$ cat src/hw/rtl/rbpl_pkg.sv
// Shared types and constants for the ring buffer positional list.
package rbpl_pkg;

    localparam int DEF_ENTRIES    = 16;
    localparam int DEF_DATA_WIDTH = 16;
    localparam int KIND_W         = 3;
    localparam int POS_W          = 4;
    localparam int STATUS_W       = 2;
    localparam int COUNT_W        = 4;

    typedef enum logic [KIND_W-1:0] {
        KIND_PUSH   = 3'd0,
        KIND_POP    = 3'd1,
        KIND_INSERT = 3'd2,
        KIND_DELETE = 3'd3,
        KIND_READ   = 3'd4
    } kind_t;

    typedef enum logic [STATUS_W-1:0] {
        STAT_OK      = 2'd0,
        STAT_EMPTY   = 2'd1,
        STAT_BAD_POS = 2'd2,
        STAT_FULL    = 2'd3
    } status_t;

    typedef enum logic [1:0] {
        FSM_IDLE = 2'b01,
        FSM_EXEC = 2'b10
    } fsm_t;

    // Broadcast to every cell for one execute cycle.
    typedef struct packed {
        logic shift_en;
        logic load_en;
    } cell_cmd_t;

endpackage

$ cat src/hw/rtl/ring_buffer_positional_list_core.sv
// Top level: command capture, pointer control and the row of slot cells.
// done is registered from the execute state: the accepting edge sets state_reg to EXEC, and done_reg follows it.
// A new item is taken only in the idle state, never while busy; busy is high for the execute cycle.
// Every shift of insert or delete is done by the cells in parallel within the execute state.
// Reset (rst_n low, asynchronous): list empty, no result pending; slot contents undefined.
// Results are shown for one cycle with done; the receiver cannot stall.
module ring_buffer_positional_list_core
    import rbpl_pkg::*;
#(
    parameter int ENTRIES    = DEF_ENTRIES,
    parameter int DATA_WIDTH = DEF_DATA_WIDTH
)
(
    input  logic                  clk,
    input  logic                  rst_n,
    input  logic                  start,
    output logic                  busy,
    input  logic [KIND_W-1:0]     kind,
    input  logic [POS_W-1:0]      position,
    input  logic [DATA_WIDTH-1:0] value,
    output logic                  done,
    output logic [DATA_WIDTH-1:0] read_data,
    output logic [STATUS_W-1:0]   status,
    output logic [COUNT_W-1:0]    count
);

    localparam int PTR_W = $clog2(ENTRIES);
    localparam int WIDE_W = PTR_W + POS_W;
    localparam logic [PTR_W-1:0]  ENT_P   = PTR_W'(ENTRIES);
    localparam logic [PTR_W-1:0]  LAST_P  = PTR_W'(ENTRIES - 1);
    localparam logic [WIDE_W-1:0] ENT_W   = WIDE_W'(ENTRIES);

    fsm_t                  state_reg, state_next;
    logic [PTR_W-1:0]      front_reg, front_next;
    logic [PTR_W-1:0]      rear_reg, rear_next;
    logic [KIND_W-1:0]     kind_reg;
    logic [POS_W-1:0]      pos_reg;
    logic [DATA_WIDTH-1:0] value_reg;
    logic                  done_reg;
    logic [DATA_WIDTH-1:0] rdata_reg, rdata_next;
    logic [STATUS_W-1:0]   status_reg;
    status_t               status_next;
    logic [COUNT_W-1:0]    count_reg;

    logic                  accept;
    logic                  exec;
    logic [PTR_W-1:0]      n;
    logic [PTR_W-1:0]      n_new;
    logic [PTR_W-1:0]      rear_inc;
    logic [PTR_W-1:0]      front_inc;
    logic [PTR_W-1:0]      front_dec;
    logic [PTR_W-1:0]      rear_dec;
    logic                  empty;
    logic                  full;
    logic                  bad_k;
    logic [WIDE_W-1:0]     k_w;
    logic [WIDE_W-1:0]     n_w;
    logic [WIDE_W-1:0]     rd_sum;
    logic [WIDE_W-1:0]     rd_slot_w;
    logic [PTR_W-1:0]      k_p;
    logic [WIDE_W-1:0]     n_new_w;

    logic                  sh_en;
    logic                  ld_en;
    cell_cmd_t             cell_cmd;
    logic [PTR_W-1:0]      shift_lo;
    logic [PTR_W-1:0]      shift_hi;
    logic [PTR_W-1:0]      load_off;

    logic [DATA_WIDTH-1:0] cell_data [ENTRIES];

    assign accept = start && (state_reg == FSM_IDLE);
    assign exec   = (state_reg == FSM_EXEC);
    assign busy   = exec;

    // pointer arithmetic
    assign n         = (rear_reg >= front_reg) ? (rear_reg - front_reg)
                                               : (rear_reg + (ENT_P - front_reg));
    assign rear_inc  = (rear_reg == LAST_P) ? '0 : rear_reg + 1'b1;
    assign front_inc = (front_reg == LAST_P) ? '0 : front_reg + 1'b1;
    assign front_dec = (front_reg == '0) ? LAST_P : front_reg - 1'b1;
    assign rear_dec  = (rear_reg == '0) ? LAST_P : rear_reg - 1'b1;
    assign empty     = (front_reg == rear_reg);
    assign full      = (rear_inc == front_reg);

    assign k_w   = {{PTR_W{1'b0}}, pos_reg};
    assign n_w   = {{POS_W{1'b0}}, n};
    assign bad_k = (pos_reg == '0) || (k_w > n_w);
    assign k_p   = k_w[PTR_W-1:0];

    // slot of element k; only used when k is within the list
    assign rd_sum    = {{POS_W{1'b0}}, front_reg} + k_w;
    assign rd_slot_w = (rd_sum >= ENT_W) ? (rd_sum - ENT_W) : rd_sum;

    always_comb
    begin
        front_next  = front_reg;
        rear_next   = rear_reg;
        status_next = STAT_OK;
        rdata_next  = '0;
        n_new       = n;
        sh_en       = 1'b0;
        ld_en       = 1'b0;
        shift_lo    = '0;
        shift_hi    = '0;
        load_off    = n + 1'b1;
        unique case (kind_reg)
            KIND_PUSH:
            begin
                if (full)
                begin
                    status_next = STAT_FULL;
                end
                else
                begin
                    ld_en     = 1'b1;
                    rear_next = rear_inc;
                    n_new     = n + 1'b1;
                end
            end
            KIND_POP:
            begin
                if (empty)
                begin
                    status_next = STAT_EMPTY;
                end
                else
                begin
                    front_next = front_inc;
                    n_new      = n - 1'b1;
                end
            end
            KIND_INSERT:
            begin
                if (empty)
                begin
                    status_next = STAT_EMPTY;
                end
                else if (bad_k)
                begin
                    status_next = STAT_BAD_POS;
                end
                else if (full)
                begin
                    status_next = STAT_FULL;
                end
                else if (k_p == n)
                begin
                    ld_en     = 1'b1;
                    rear_next = rear_inc;
                    n_new     = n + 1'b1;
                end
                else
                begin
                    // elements 1..k move down one slot, value lands at offset k
                    sh_en      = 1'b1;
                    ld_en      = 1'b1;
                    shift_lo   = '0;
                    shift_hi   = k_p;
                    load_off   = k_p;
                    front_next = front_dec;
                    n_new      = n + 1'b1;
                end
            end
            KIND_DELETE:
            begin
                if (empty)
                begin
                    status_next = STAT_EMPTY;
                end
                else if (bad_k)
                begin
                    status_next = STAT_BAD_POS;
                end
                else if (k_p == PTR_W'(1))
                begin
                    front_next = front_inc;
                    n_new      = n - 1'b1;
                end
                else
                begin
                    // later elements move down one slot
                    sh_en     = 1'b1;
                    shift_lo  = k_p;
                    shift_hi  = n;
                    rear_next = rear_dec;
                    n_new     = n - 1'b1;
                end
            end
            KIND_READ:
            begin
                if (empty)
                begin
                    status_next = STAT_EMPTY;
                end
                else if (bad_k)
                begin
                    status_next = STAT_BAD_POS;
                end
                else
                begin
                    rdata_next = cell_data[rd_slot_w[PTR_W-1:0]];
                end
            end
            default:
            begin
                status_next = STAT_OK;
            end
        endcase
    end

    assign n_new_w = {{POS_W{1'b0}}, n_new};

    assign cell_cmd.shift_en = exec && sh_en;
    assign cell_cmd.load_en  = exec && ld_en;

    always_comb
    begin
        state_next = state_reg;
        unique case (state_reg)
            FSM_IDLE:
            begin
                if (start)
                begin
                    state_next = FSM_EXEC;
                end
            end
            FSM_EXEC:
            begin
                state_next = FSM_IDLE;
            end
            default:
            begin
                state_next = FSM_IDLE;
            end
        endcase
    end

    always_ff @(posedge clk or negedge rst_n)
    begin
        if (!rst_n)
        begin
            state_reg <= FSM_IDLE;
            front_reg <= '0;
            rear_reg  <= '0;
            done_reg  <= 1'b0;
        end
        else
        begin
            state_reg <= state_next;
            done_reg  <= exec;
            if (exec)
            begin
                front_reg <= front_next;
                rear_reg  <= rear_next;
            end
        end
    end

    always_ff @(posedge clk)
    begin
        if (accept)
        begin
            kind_reg  <= kind;
            pos_reg   <= position;
            value_reg <= value;
        end
        if (exec)
        begin
            rdata_reg  <= rdata_next;
            status_reg <= status_next;
            count_reg  <= n_new_w[COUNT_W-1:0];
        end
    end

    for (genvar i = 0; i < ENTRIES; i++)
    begin : g_cell
        localparam int NXT = (i + 1) % ENTRIES;
        rbpl_cell #(
            .ENTRIES    (ENTRIES),
            .DATA_WIDTH (DATA_WIDTH),
            .SLOT       (i)
        ) u_cell (
            .clk       (clk),
            .cmd       (cell_cmd),
            .front     (front_reg),
            .shift_lo  (shift_lo),
            .shift_hi  (shift_hi),
            .load_off  (load_off),
            .load_data (value_reg),
            .next_data (cell_data[NXT]),
            .data      (cell_data[i])
        );
    end

    assign done      = done_reg;
    assign read_data = rdata_reg;
    assign status    = status_reg;
    assign count     = count_reg;

    // assertions
    a_done_after_exec: assert property (@(posedge clk) disable iff (!rst_n)
        done |-> $past(state_reg == FSM_EXEC))
        else $error("result strobe without an execute cycle");

    a_busy_after_accept: assert property (@(posedge clk) disable iff (!rst_n)
        (start && !busy) |=> (busy && !done))
        else $error("accepted item did not enter execute");

    a_ptr_range: assert property (@(posedge clk) disable iff (!rst_n)
        ({{POS_W{1'b0}}, front_reg} < ENT_W) && ({{POS_W{1'b0}}, rear_reg} < ENT_W))
        else $error("ring pointer out of range");

    a_single_load: assert property (@(posedge clk) disable iff (!rst_n)
        cell_cmd.load_en |-> (exec && (status_next == STAT_OK)))
        else $error("cell load on a failed operation");

endmodule

$ cat src/hw/rtl/rbpl_cell.sv
// One ring slot: takes its upper neighbor's item on a shift, or the new value on a load.
module rbpl_cell
    import rbpl_pkg::*;
#(
    parameter int ENTRIES    = DEF_ENTRIES,
    parameter int DATA_WIDTH = DEF_DATA_WIDTH,
    parameter int SLOT       = 0,
    localparam int PTR_W     = $clog2(ENTRIES)
)
(
    input  logic                  clk,
    input  cell_cmd_t             cmd,
    input  logic [PTR_W-1:0]      front,
    input  logic [PTR_W-1:0]      shift_lo,
    input  logic [PTR_W-1:0]      shift_hi,
    input  logic [PTR_W-1:0]      load_off,
    input  logic [DATA_WIDTH-1:0] load_data,
    input  logic [DATA_WIDTH-1:0] next_data,
    output logic [DATA_WIDTH-1:0] data
);

    localparam logic [PTR_W-1:0] SLOT_P = PTR_W'(SLOT);
    localparam logic [PTR_W-1:0] ENT_P  = PTR_W'(ENTRIES);

    logic [PTR_W-1:0]      offset;
    logic [DATA_WIDTH-1:0] data_reg;

    // list offset of this slot; wraps correctly even when ENTRIES is a power of two
    always_comb
    begin
        if (SLOT_P >= front)
        begin
            offset = SLOT_P - front;
        end
        else
        begin
            offset = SLOT_P + (ENT_P - front);
        end
    end

    always_ff @(posedge clk)
    begin
        if (cmd.load_en && (offset == load_off))
        begin
            data_reg <= load_data;
        end
        else if (cmd.shift_en && (offset >= shift_lo) && (offset < shift_hi))
        begin
            data_reg <= next_data;
        end
    end

    assign data = data_reg;

endmodule
$ cat config.mk
export PLATFORM = sky130hd
export DESIGN_NAME = ring_buffer_positional_list_core
export DESIGN_NICKNAME = d
export VERILOG_FILES = /design/src/hw/rtl/rbpl_pkg.sv /design/src/hw/rtl/ring_buffer_positional_list_core.sv /design/src/hw/rtl/rbpl_cell.sv
export SDC_FILE = /design/constraint.sdc
export NUM_CORES = 1
export LEC_CHECK = 0
export ABC_AREA = 1
export ABC_CLOCK_PERIOD_IN_PS = 19600
export BUFFER_PORTS_ARGS = -buffer_cell sky130_fd_sc_hd__buf_2
export CAP_MARGIN = 25
export CORE_MARGIN = 4
export CORE_UTILIZATION = 50
export CTS_BUF_LIST = sky130_fd_sc_hd__clkbuf_8
export DETAILED_ROUTE_END_ITERATION = 8
export GPL_TIMING_DRIVEN = 0
export PLACE_DENSITY = 0.66
export SLEW_MARGIN = 10
export SYNTH_ARGS = -nofsm -noshare
export SYNTH_HDL_FRONTEND = slang
export SYNTH_HIERARCHICAL = 1
export SYNTH_SLANG_ARGS = --single-unit
$ cat constraint.sdc
create_clock -name clk -period 19.6 [get_ports clk]
set_input_delay 1.96 -clock clk [delete_from_list [all_inputs] [get_ports clk]]
set_output_delay 1.96 -clock clk [all_outputs]
set_load 0.01 [all_outputs]
Yosys cells after proc, flatten, opt, wreduce, memory -nomap -nowiden
Cells that the tools add are included.
- $add $sub $neg: 41
- magnitude comparators: 51
- equality and inequality tests: 40
- multiplexer cells: 119
- bitwise logic cells: 2
- reductions and logical operators: 78
- operators with widths (operator ; count):
    16-bit 2-to-1 mux ; 34
    4-bit 2-to-1 mux ; 59
    4-bit equality test ; 19
    4-bit >= comparator ; 17
    16-bit binary-select mux with 4-bit select ; 1
    4-bit less-than comparator ; 16
    1-bit logical AND ; 51
    4-bit adder, first input constant ; 8
    4-bit >= comparator, first input constant ; 8
    2-bit nonzero test ; 16
    4-bit subtractor, first input constant ; 8
    2-bit inequality test, second input constant ; 12
    4-bit one-hot mux with 3 select lines ; 2
    10-bit AND reduction ; 2
    3-bit by 4-bit adder with 4-bit output, first input constant ; 4
    3-bit by 4-bit >= comparator with 1-bit output, first input constant ; 4
    4-bit one-hot mux with 4 select lines ; 1
    3-bit by 4-bit subtractor with 4-bit output, first input constant ; 4
    4-bit by 1-bit subtractor with 4-bit output, second input constant ; 4
    2-bit 2-to-1 mux ; 7
    4-bit by 1-bit adder with 4-bit output, second input constant ; 3
    4-bit logical NOT ; 3
    1-bit 2-to-1 mux ; 11
    5-bit >= comparator, second input constant ; 2
    other kinds (27) ; 35
- register bits after elaboration: 312
- input bits: 26
- output and inout bits: 24

Logic depth before layout (Yosys ltp)
Gate-level depths: netlist of the first run.
- word-level depth: 14
- depth in mapped cells: 29
- mapped depth without buffers: 28

Cells and area by module
The synthesis of the first run kept the hierarchy.
- by module, submodules not included (module ; instances ; cells each ; area an instance (um^2) ; sequential area each (um^2)):
    ring_buffer_positional_list_core ; 1 ; 862 ; 5753.0 ; 1627.8
    rbpl_cell at g_cell[14].u_cell ... ; 2 ; 132 ; 1108.6 ; 480.5
    rbpl_cell at g_cell[11].u_cell ... ; 2 ; 125 ; 1058.5 ; 480.5
    rbpl_cell at g_cell[2].u_cell ; 1 ; 137 ; 1152.4 ; 480.5
    rbpl_cell at g_cell[0].u_cell ; 1 ; 134 ; 1143.6 ; 480.5
    rbpl_cell at g_cell[8].u_cell ; 1 ; 132 ; 1132.3 ; 480.5
    rbpl_cell at g_cell[10].u_cell ; 1 ; 137 ; 1129.8 ; 480.5
    rbpl_cell at g_cell[4].u_cell ; 1 ; 129 ; 1119.8 ; 480.5
    rbpl_cell at g_cell[9].u_cell ; 1 ; 128 ; 1094.8 ; 480.5
    rbpl_cell at g_cell[12].u_cell ; 1 ; 129 ; 1091.0 ; 480.5
    rbpl_cell at g_cell[5].u_cell ; 1 ; 128 ; 1074.8 ; 480.5
    rbpl_cell at g_cell[13].u_cell ; 1 ; 128 ; 1072.3 ; 480.5
    rbpl_cell at g_cell[1].u_cell ; 1 ; 128 ; 1068.5 ; 480.5
    rbpl_cell at g_cell[7].u_cell ; 1 ; 121 ; 1056.0 ; 480.5
    rbpl_cell at g_cell[15].u_cell ; 1 ; 117 ; 1031.0 ; 480.5

Worst setup path after synthesis of the first run
Ideal clock, no wire load.
- path type: reg-to-reg
- start point: reg front_reg[1]
- end point: reg g_cell[4].u_cell.data_reg[0] (enable)
- setup time: 0.372 ns
- arrival: 6.706 ns
- path slack: 12.522 ns
- stages on the path, launching flop included: 18
- path buffers: 1
- period minus slack after synthesis: 7.078 ns
- cells stage by stage: dfrtp_1 > inv_1 > fa_1 > xnor2_2 > ha_1 > nand2_1 > inv_1 > nand3_1 > nand2_1 > nand3_4 > nor2_1 > o21ai_0 > or2_2 > nand3_2 > nor2_8 > nand2_4 > buf_8 > nand2_1
- elaborated cells on any way between the ends: 51
- RTL lines (item ; RTL line ; RTL):
    start: declaration ; ring_buffer_positional_list_core.sv:34 ; logic [PTR_W-1:0] front_reg, front_next;
    start signal: assignment ; ring_buffer_positional_list_core.sv:254 ; front_reg <= front_next;
    1-bit by 4-bit subtractor with 4-bit output ; ring_buffer_positional_list_core.sv:78 ; : (rear_reg + (ENT_P - front_reg));
    4-bit adder ; ring_buffer_positional_list_core.sv:78 ;
    4-bit 2-to-1 mux ; ring_buffer_positional_list_core.sv:77 ; assign n = (rear_reg >= front_reg) ? (rear_reg - front_reg)
    4-bit equality test ; ring_buffer_positional_list_core.sv:147 ; else if (k_p == n)
    4-bit 2-to-1 mux ; ring_buffer_positional_list_core.sv:147 ;
    4-bit 2-to-1 mux ; ring_buffer_positional_list_core.sv:143 ; else if (full)
    4-bit 2-to-1 mux ; ring_buffer_positional_list_core.sv:139 ; else if (bad_k)
    4-bit 2-to-1 mux ; ring_buffer_positional_list_core.sv:135 ; if (empty)
    4-bit 2-to-1 mux * ; ring_buffer_positional_list_core.sv:107 ; unique case (kind_reg)
    named net load_off[0] ; ring_buffer_positional_list_core.sv:68 ; logic [PTR_W-1:0] load_off;
    4-bit equality test * ; rbpl_cell.sv:43 ; if (cmd.load_en && (offset == load_off))
    1-bit logical AND * ; rbpl_cell.sv:43 ;
    2-bit nonzero test (no source line) * ; -- ;
    end signal: assignment ; rbpl_cell.sv:45 ; data_reg <= load_data;
    end signal: assignment ; rbpl_cell.sv:49 ; data_reg <= next_data;
    end: declaration ; rbpl_cell.sv:26 ; logic [DATA_WIDTH-1:0] data_reg;
Mark *: on every way through the listed nets, which the timed path passes. The rest lies on a longest branch.
A chain may end at the register's enable or synchronous reset.

Final worst setup path of the first run
- start point: reg front_reg[1]
- end point: reg g_cell[3].u_cell.data_reg[15] (enable)
- elaborated cells on any way between the ends: 51
- RTL lines (item ; RTL line ; RTL):
    1-bit by 4-bit subtractor with 4-bit output ; ring_buffer_positional_list_core.sv:78 ;
    4-bit adder ; ring_buffer_positional_list_core.sv:78 ;
    4-bit 2-to-1 mux ; ring_buffer_positional_list_core.sv:77 ;
    4-bit equality test ; ring_buffer_positional_list_core.sv:147 ;
    4-bit 2-to-1 mux ; ring_buffer_positional_list_core.sv:147 ;
    4-bit 2-to-1 mux ; ring_buffer_positional_list_core.sv:143 ;
    4-bit 2-to-1 mux ; ring_buffer_positional_list_core.sv:139 ;
    4-bit 2-to-1 mux ; ring_buffer_positional_list_core.sv:135 ;
    4-bit one-hot mux with 2 select lines * ; ring_buffer_positional_list_core.sv:107 ;
    named net shift_hi[3] ; ring_buffer_positional_list_core.sv:67 ; logic [PTR_W-1:0] shift_hi;
    4-bit less-than comparator * ; rbpl_cell.sv:47 ; else if (cmd.shift_en && (offset >= shift_lo) && (offset < shift_hi))
    1-bit logical AND * ; rbpl_cell.sv:47 ;
    2-bit nonzero test (no source line) * ; -- ;
    end signal: assignment ; rbpl_cell.sv:45 ;
    end signal: assignment ; rbpl_cell.sv:49 ;
    end: declaration ; rbpl_cell.sv:26 ;
Marked as above.

==> results of run 1 <==
-- per-layer routing --
metal | global-route usage | vias up | share of wire
li1 | - | 9949 | -
met1 | 0.369 | 9828 | 0.41
met2 | 0.476 | 852 | 0.47
met3 | 0.0401 | 195 | 0.076
met4 | 0.108 | 0 | 0.040
met5 | 0 | - | 0
-- cells in the final DEF (no fill, tap or decap), types with 27 or more instances in the layout --
| cell type | count |
|---|---|
| buf_2 | 80 |
| ha_1 | 148 |
| nand3_1 | 331 |
| a21oi_1 | 59 |
| edfxtp_1 | 301 |
| nand4_1 | 51 |
| nand2_1 | 871 |
| nand2_2 | 86 |
| clkbuf_8 | 57 |
| buf_4 | 31 |
| inv_2 | 27 |
| nand2_4 | 32 |
| nor2_1 | 204 |
| o21ai_0 | 177 |
| inv_1 | 330 |
-- worst reg2reg max path: cells and delay by family (launching register included) --
| family | cells | cell delay, ns |
|---|---|---|
| AOI/OAI and AO/OA | 3 | 0.48 |
| buffers and inverters | 5 | 0.95 |
| adders and majority gates | 3 | 1.22 |
| DFF | 1 | 0.91 |
| xor gates and xnor gates | 1 | 0.49 |
| and+or+nand+nor | 10 | 1.94 |
-- area by class of cell --
type                       count  share of cell area
sequential                   312               0.362
inverter                     346              0.0504
buffer                       103              0.0274
multi-input combinational   2163               0.466
tap                          600              0.0291
timing repair buffer          67              0.0212
clock inverter                47              0.0137
clock buffer                  56              0.0299
-- cell families (layout without fill, tap and decap cells) --
kind of cell / count (synthesis) / count (layout) / share of synthesized area
AND/OR/NAND/NOR: 1656 / 1656 / 0.337
buffers and inverters: 449 / 619 / 0.0863
flip-flops: 312 / 312 / 0.401
AO/OA/AOI/OAI: 311 / 311 / 0.0731
adder cells (fa/ha/maj): 150 / 150 / 0.0814
multiplexers: 32 / 32 / 0.0146
XOR/XNOR: 14 / 14 / 0.00656
-- final timing paths --
check / slack, ns / end
worst max-delay path: 13.21 / g_cell[3].u_cell/data[15]
worst min-delay path: 0.52 / g_cell[10].u_cell/data[1]
worst max register to register: 13.21 / g_cell[3].u_cell/data[15]
worst min register to register: 0.52 / g_cell[10].u_cell/data[1]
max in group asynchronous: 18.15 / state_reg[0]
min in group asynchronous: 1.18 / rear_reg[2]
-- metrics by stage --
stage	worst slack [ns]	instance area, um^2	instances	hold slack (ns)	utilization
floorplan	12.52	23300	2924	0.467	-
global placement	9.18	24200	3573	0.484	0.531
detailed placement	13.24	24600	3591	0.527	0.540
CTS	13.19	25800	3694	0.522	0.564
global route	12.62	25800	3694	0.555	0.564
finish	13.21	25800	3694	0.515	0.564
==> flow_summary.yaml, run 1 <==
run_status:
  status: "finished, final reports clean"
layout:
  diodes: 0
  multiInputGateArea_um2: 12000
  seqCellArea_um2: 9330
  synthToLayoutAreaGrowth_pct: 10.8
  drive_above_1_share: 0.156
  largest_register_ffs: 256
  fin_nets: 3225
  fillers: 4138
die:
  die_w_um: 224
  core_um2: 45700
  die_y_um: 224
  ios: 50
  start_util: 0.509
  rows: 78
  die_area_um2: 50000
setup_path:
  worstPathArrival_ns: 6.67
  ff2ff_path_depth: 22
  cpMaxStageDelayCell: "dfrtp_4"
  path_max_fanout: 57
  reg2reg_from: "front_reg[1]"
  startpoint_type: "register"
  cp.required_ns: 19.87
  criticalPathCategory: "register to register"
  cp-startpoint: "front_reg[1]"
  path_buf_inv: 5
  crit_cells: 22
  cp_top_family: "simple AND/OR/NAND/NOR gates"
  cp_common_cell: "nand2_1"
  max_stage_delay_ns: 0.91
  path_cells: "inv_1 > fa_1 > xnor2_2 > ha_1 > nand2_1 > inv_1 > nand2_1 > nand2_1 > nand2_1 > nand3_4 > nor2_1 > nand3_2 > inv_2 > nand2_1 > o21ai_2 > buf_8 > inv_1 > ha_1 > a21o_1 > a21oi_1 > nand3_1 > nand2_1"
  crit_path_end_kind: "register"
global_route:
  grt_max_degree: 66
  antenna_found_initial: 0
  first_global_vias: 19457
  track_usage: 0.282
  grt_pass1_wl_um: 110000
  grt_overflow_total: 0
yosys:
  netlist.top_cell.by_area: "edfxtp_1"
  yosys.area.top_type_share: 0.389
  synthTopCellsByArea: "edfxtp_1 (39%), nand2_1 (14%), ha_1 (8.0%)"
  ys_seq_elements: 312
  yosysSeqAreaShare: 0.401
  ys.warnings.count: 6
  syn_inst: 2924
  syn_avg_cell_area_um2: 7.95
  synth_nets: 3100
  netlist_area_um2: 23300
  synthArstFlopShare: 0.0353
  ys.flop_type: "edfxtp_1"
  synth_most_common_cell: "nand2_1"
  synth.distinct_cells: 52
  synth_top_cells_by_count: "nand2_1 (872), nand3_1 (331), inv_1 (319)"
  synth_edf_count: 301
placement:
  gp_congestion: 0.938
  dp_hpwl_um: 53500
  port_buffers: 49
sta:
  fin_skew_ns: 0.0529
  setup-tns-final_ns: 0
  finalHoldViolCount: 0
  tightest_slew_ns: 1.17
  rsz0062_at_grt: "false"
  drv_slew: 0
  final.period_utilization: 0.326
  fmax_mhz: 156
  setup_viol: 0
  period_needed_ns: 6.39
  max_slew_margin: 0.221
clock_network:
  cts_made_buffers: 56
  h-tree-depth: 2
  root_buffer: "clkbuf_8"
  clock-sinks: 312
  clockBufferDepth: 3
  cts_hold_buf: 0
  clk_latency_ns: 0.68
  clk_pin_slew_worst_paths_ns: 0.06
  cts_setup_buffers: 0
  cts_resized: 0
  cts_tree: "yes"
min_path:
  hold_class: "register to register"
  holdPathStages: 2
  holdCritStartpoint: "g_cell[11].u_cell/data[1]"
job:
  cap_violations: 0
routing:
  dr.pass1.iters: 6
  wl_um: 72700
  drc: 0
  antenna_left: 0
  route.detailed.wl_per_inst_um: 19.7
  drt-initial-drc-count: 2196
  vias: 20824
  viasPerCell: 5.64
Power of run 1 is not shown: default switching activity piles up to over one toggle a cycle in this logic, so the estimate is an artifact.
==> run 2, diff against run 1 <==
- ABC_CLOCK_PERIOD_IN_PS: 19600 -> 6150
- clock period: 19.6 -> 6.15 ns (I/O delays scaled with it)
==> flow_summary.yaml, run 2 (synthesis results as in run 1) <==
clock_network:
  clock-sinks: 312
  cts_made_buffers: 54
  root_buffer: "clkbuf_8"
  h-tree-depth: 2
  cts_tree: "yes"
  clk_latency_ns: 0.69
  clockBufferDepth: 3
  clk_pin_slew_worst_paths_ns: 0.06
min_path:
  holdPathStages: 1
  hold_class: "primary input to register"
  holdCritStartpoint: "value[3]"
  hold_end: "value_reg[3]"
global_route:
  first_global_vias: 20114
  track_usage: 0.288
  grt_pass1_wl_um: 113000
  antenna_found_initial: 1
  grt_overflow_total: 0
  grt_max_degree: 44
routing:
  dr.pass1.iters: 6
  viasPerCell: 5.66
  vias: 20938
  wl_um: 74400
  route.detailed.wl_per_inst_um: 20.1
  drt-initial-drc-count: 2201
  antenna_left: 0
  drc: 0
setup_path:
  crit_path_end_kind: "register"
  regToRegSetupSlack_ns: 0.37
  cp.required_ns: 6.45
  ff2ff_path_depth: 19
  reg2reg_to: "g_cell[8].u_cell/data[0]"
  startpoint_type: "register"
  worstPathArrival_ns: 6.08
  criticalPathCategory: "register to register"
  reg2reg_from: "front_reg[0]"
  path_max_fanout: 34
sta:
  fmax_mhz: 173
  fin_ws_ns: 0.370
  fin_skew_ns: 0.0596
  max_slew_margin: 0.213
  tightest_slew_ns: 1.18
  drv_slew: 0
  finalHoldViolCount: 0
  period_needed_ns: 5.78
  setup-tns-final_ns: 0
  whs_ns: 0.149
  setup_viol: 0
  final.period_utilization: 0.940
layout:
  final_common_cell: "nand2_1"
  largest_register_ffs: 256
  fin_nets: 3230
  instances_no_fill: 3698
  fillers: 4181
  synthToLayoutAreaGrowth_pct: 11.7
  drive_above_1_share: 0.160
  diodes: 0
  most-common-layout-cells: "nand2_1 (858), inv_1 (330), nand3_1 (330)"
placement:
  gp_congestion: 0.927
  preCtsSetupSlack_ns: -0.307
  port_buffers: 49
  placedCellCount: 3591
  dp_hpwl_um: 53600
die:
  rows: 78
  ios: 50
  die_w_um: 224
  start_util: 0.509
  die_y_um: 224
  core_um2: 45700
  die_area_um2: 50000
run_status:
  status: "finished, final reports clean"
job:
  cap_violations: 0
==> run 2: worst max-delay path by stage <==
| stage | startpoint | cells after the start | to | slack, ns |
|---|---|---|---|---|
| 6_report | front_reg[0] | 19 | g_cell[8].u_cell/data[0] | 0.37 |
| 5_1_grt | front_reg[2] | 25 | g_cell[14].u_cell/data[0] | -0.02 |
| 4_1_cts | front_reg[1] | 19 | g_cell[7].u_cell/data[13] | 0.01 |
| 3_5_place_dp | front_reg[1] | 19 | g_cell[3].u_cell/data[4] | -0.31 |
| 3_3_place_gp | front_reg[1] | 19 | g_cell[3].u_cell/data[4] | -3.19 |
| 2_1_floorplan | front_reg[1] | 19 | g_cell[8].u_cell/data[0] | 0.05 |
==> run 2: timing repair <==
action,CTS,global route
hold endpoints to repair,10,0
pin swaps,0,2
hold buffers,1,0
setup endpoints to repair,248,256
gates resized for setup,1,23
gates cloned,0,1
setup buffers,2,2
==> run 2: layer usage <==
metal	vias to the layer above	wire [um]	GRT usage
li1	9965	-	-
met1	9835	29900	0.371
met2	950	35700	0.491
met3	188	5960	0.0425
met4	0	2870	0.112
met5	-	0	0
==> run 2: worst max-delay path, stage by stage, from the launching register on <==
cell     delay, ns
dfrtp_4       0.80
ha_1          0.24
inv_1         0.06
fa_1          0.65
inv_1         0.23
ha_1          0.36
nand3_1       0.20
nand2_1       0.21
nand3_4       0.14
nor2_1        0.27
nand3_2       0.21
inv_2         0.18
nand2_1       0.14
o21ai_2       0.27
inv_1         0.12
ha_1          0.34
a21o_1        0.18
nor2_1        0.11
nand3_1       0.26
nand2_2       0.45
==> run 2: layout make-up <==
cell class | count | area (um^2) | area share
Multi-Input combinational cell | 2164 | 12100 | 0.466
Sequential cell | 312 | 9330 | 0.359
Inverter | 346 | 1300 | 0.0500
Tap cell | 600 | 751 | 0.0289
Clock buffer | 54 | 743 | 0.0286
Buffer | 103 | 707 | 0.0272
Timing Repair Buffer | 73 | 662 | 0.0255
Clock inverter | 46 | 372 | 0.0143
==> run 2: stage by stage <==
stage | cell area [um^2] | util
final | 26000 | 0.569
after global routing | 26000 | 0.569
after CTS | 25800 | 0.565
after detailed placement | 24600 | 0.540
after global placement | 24300 | 0.531
after floorplan | 23300 | -
Power of run 2 is left out for the same reason.
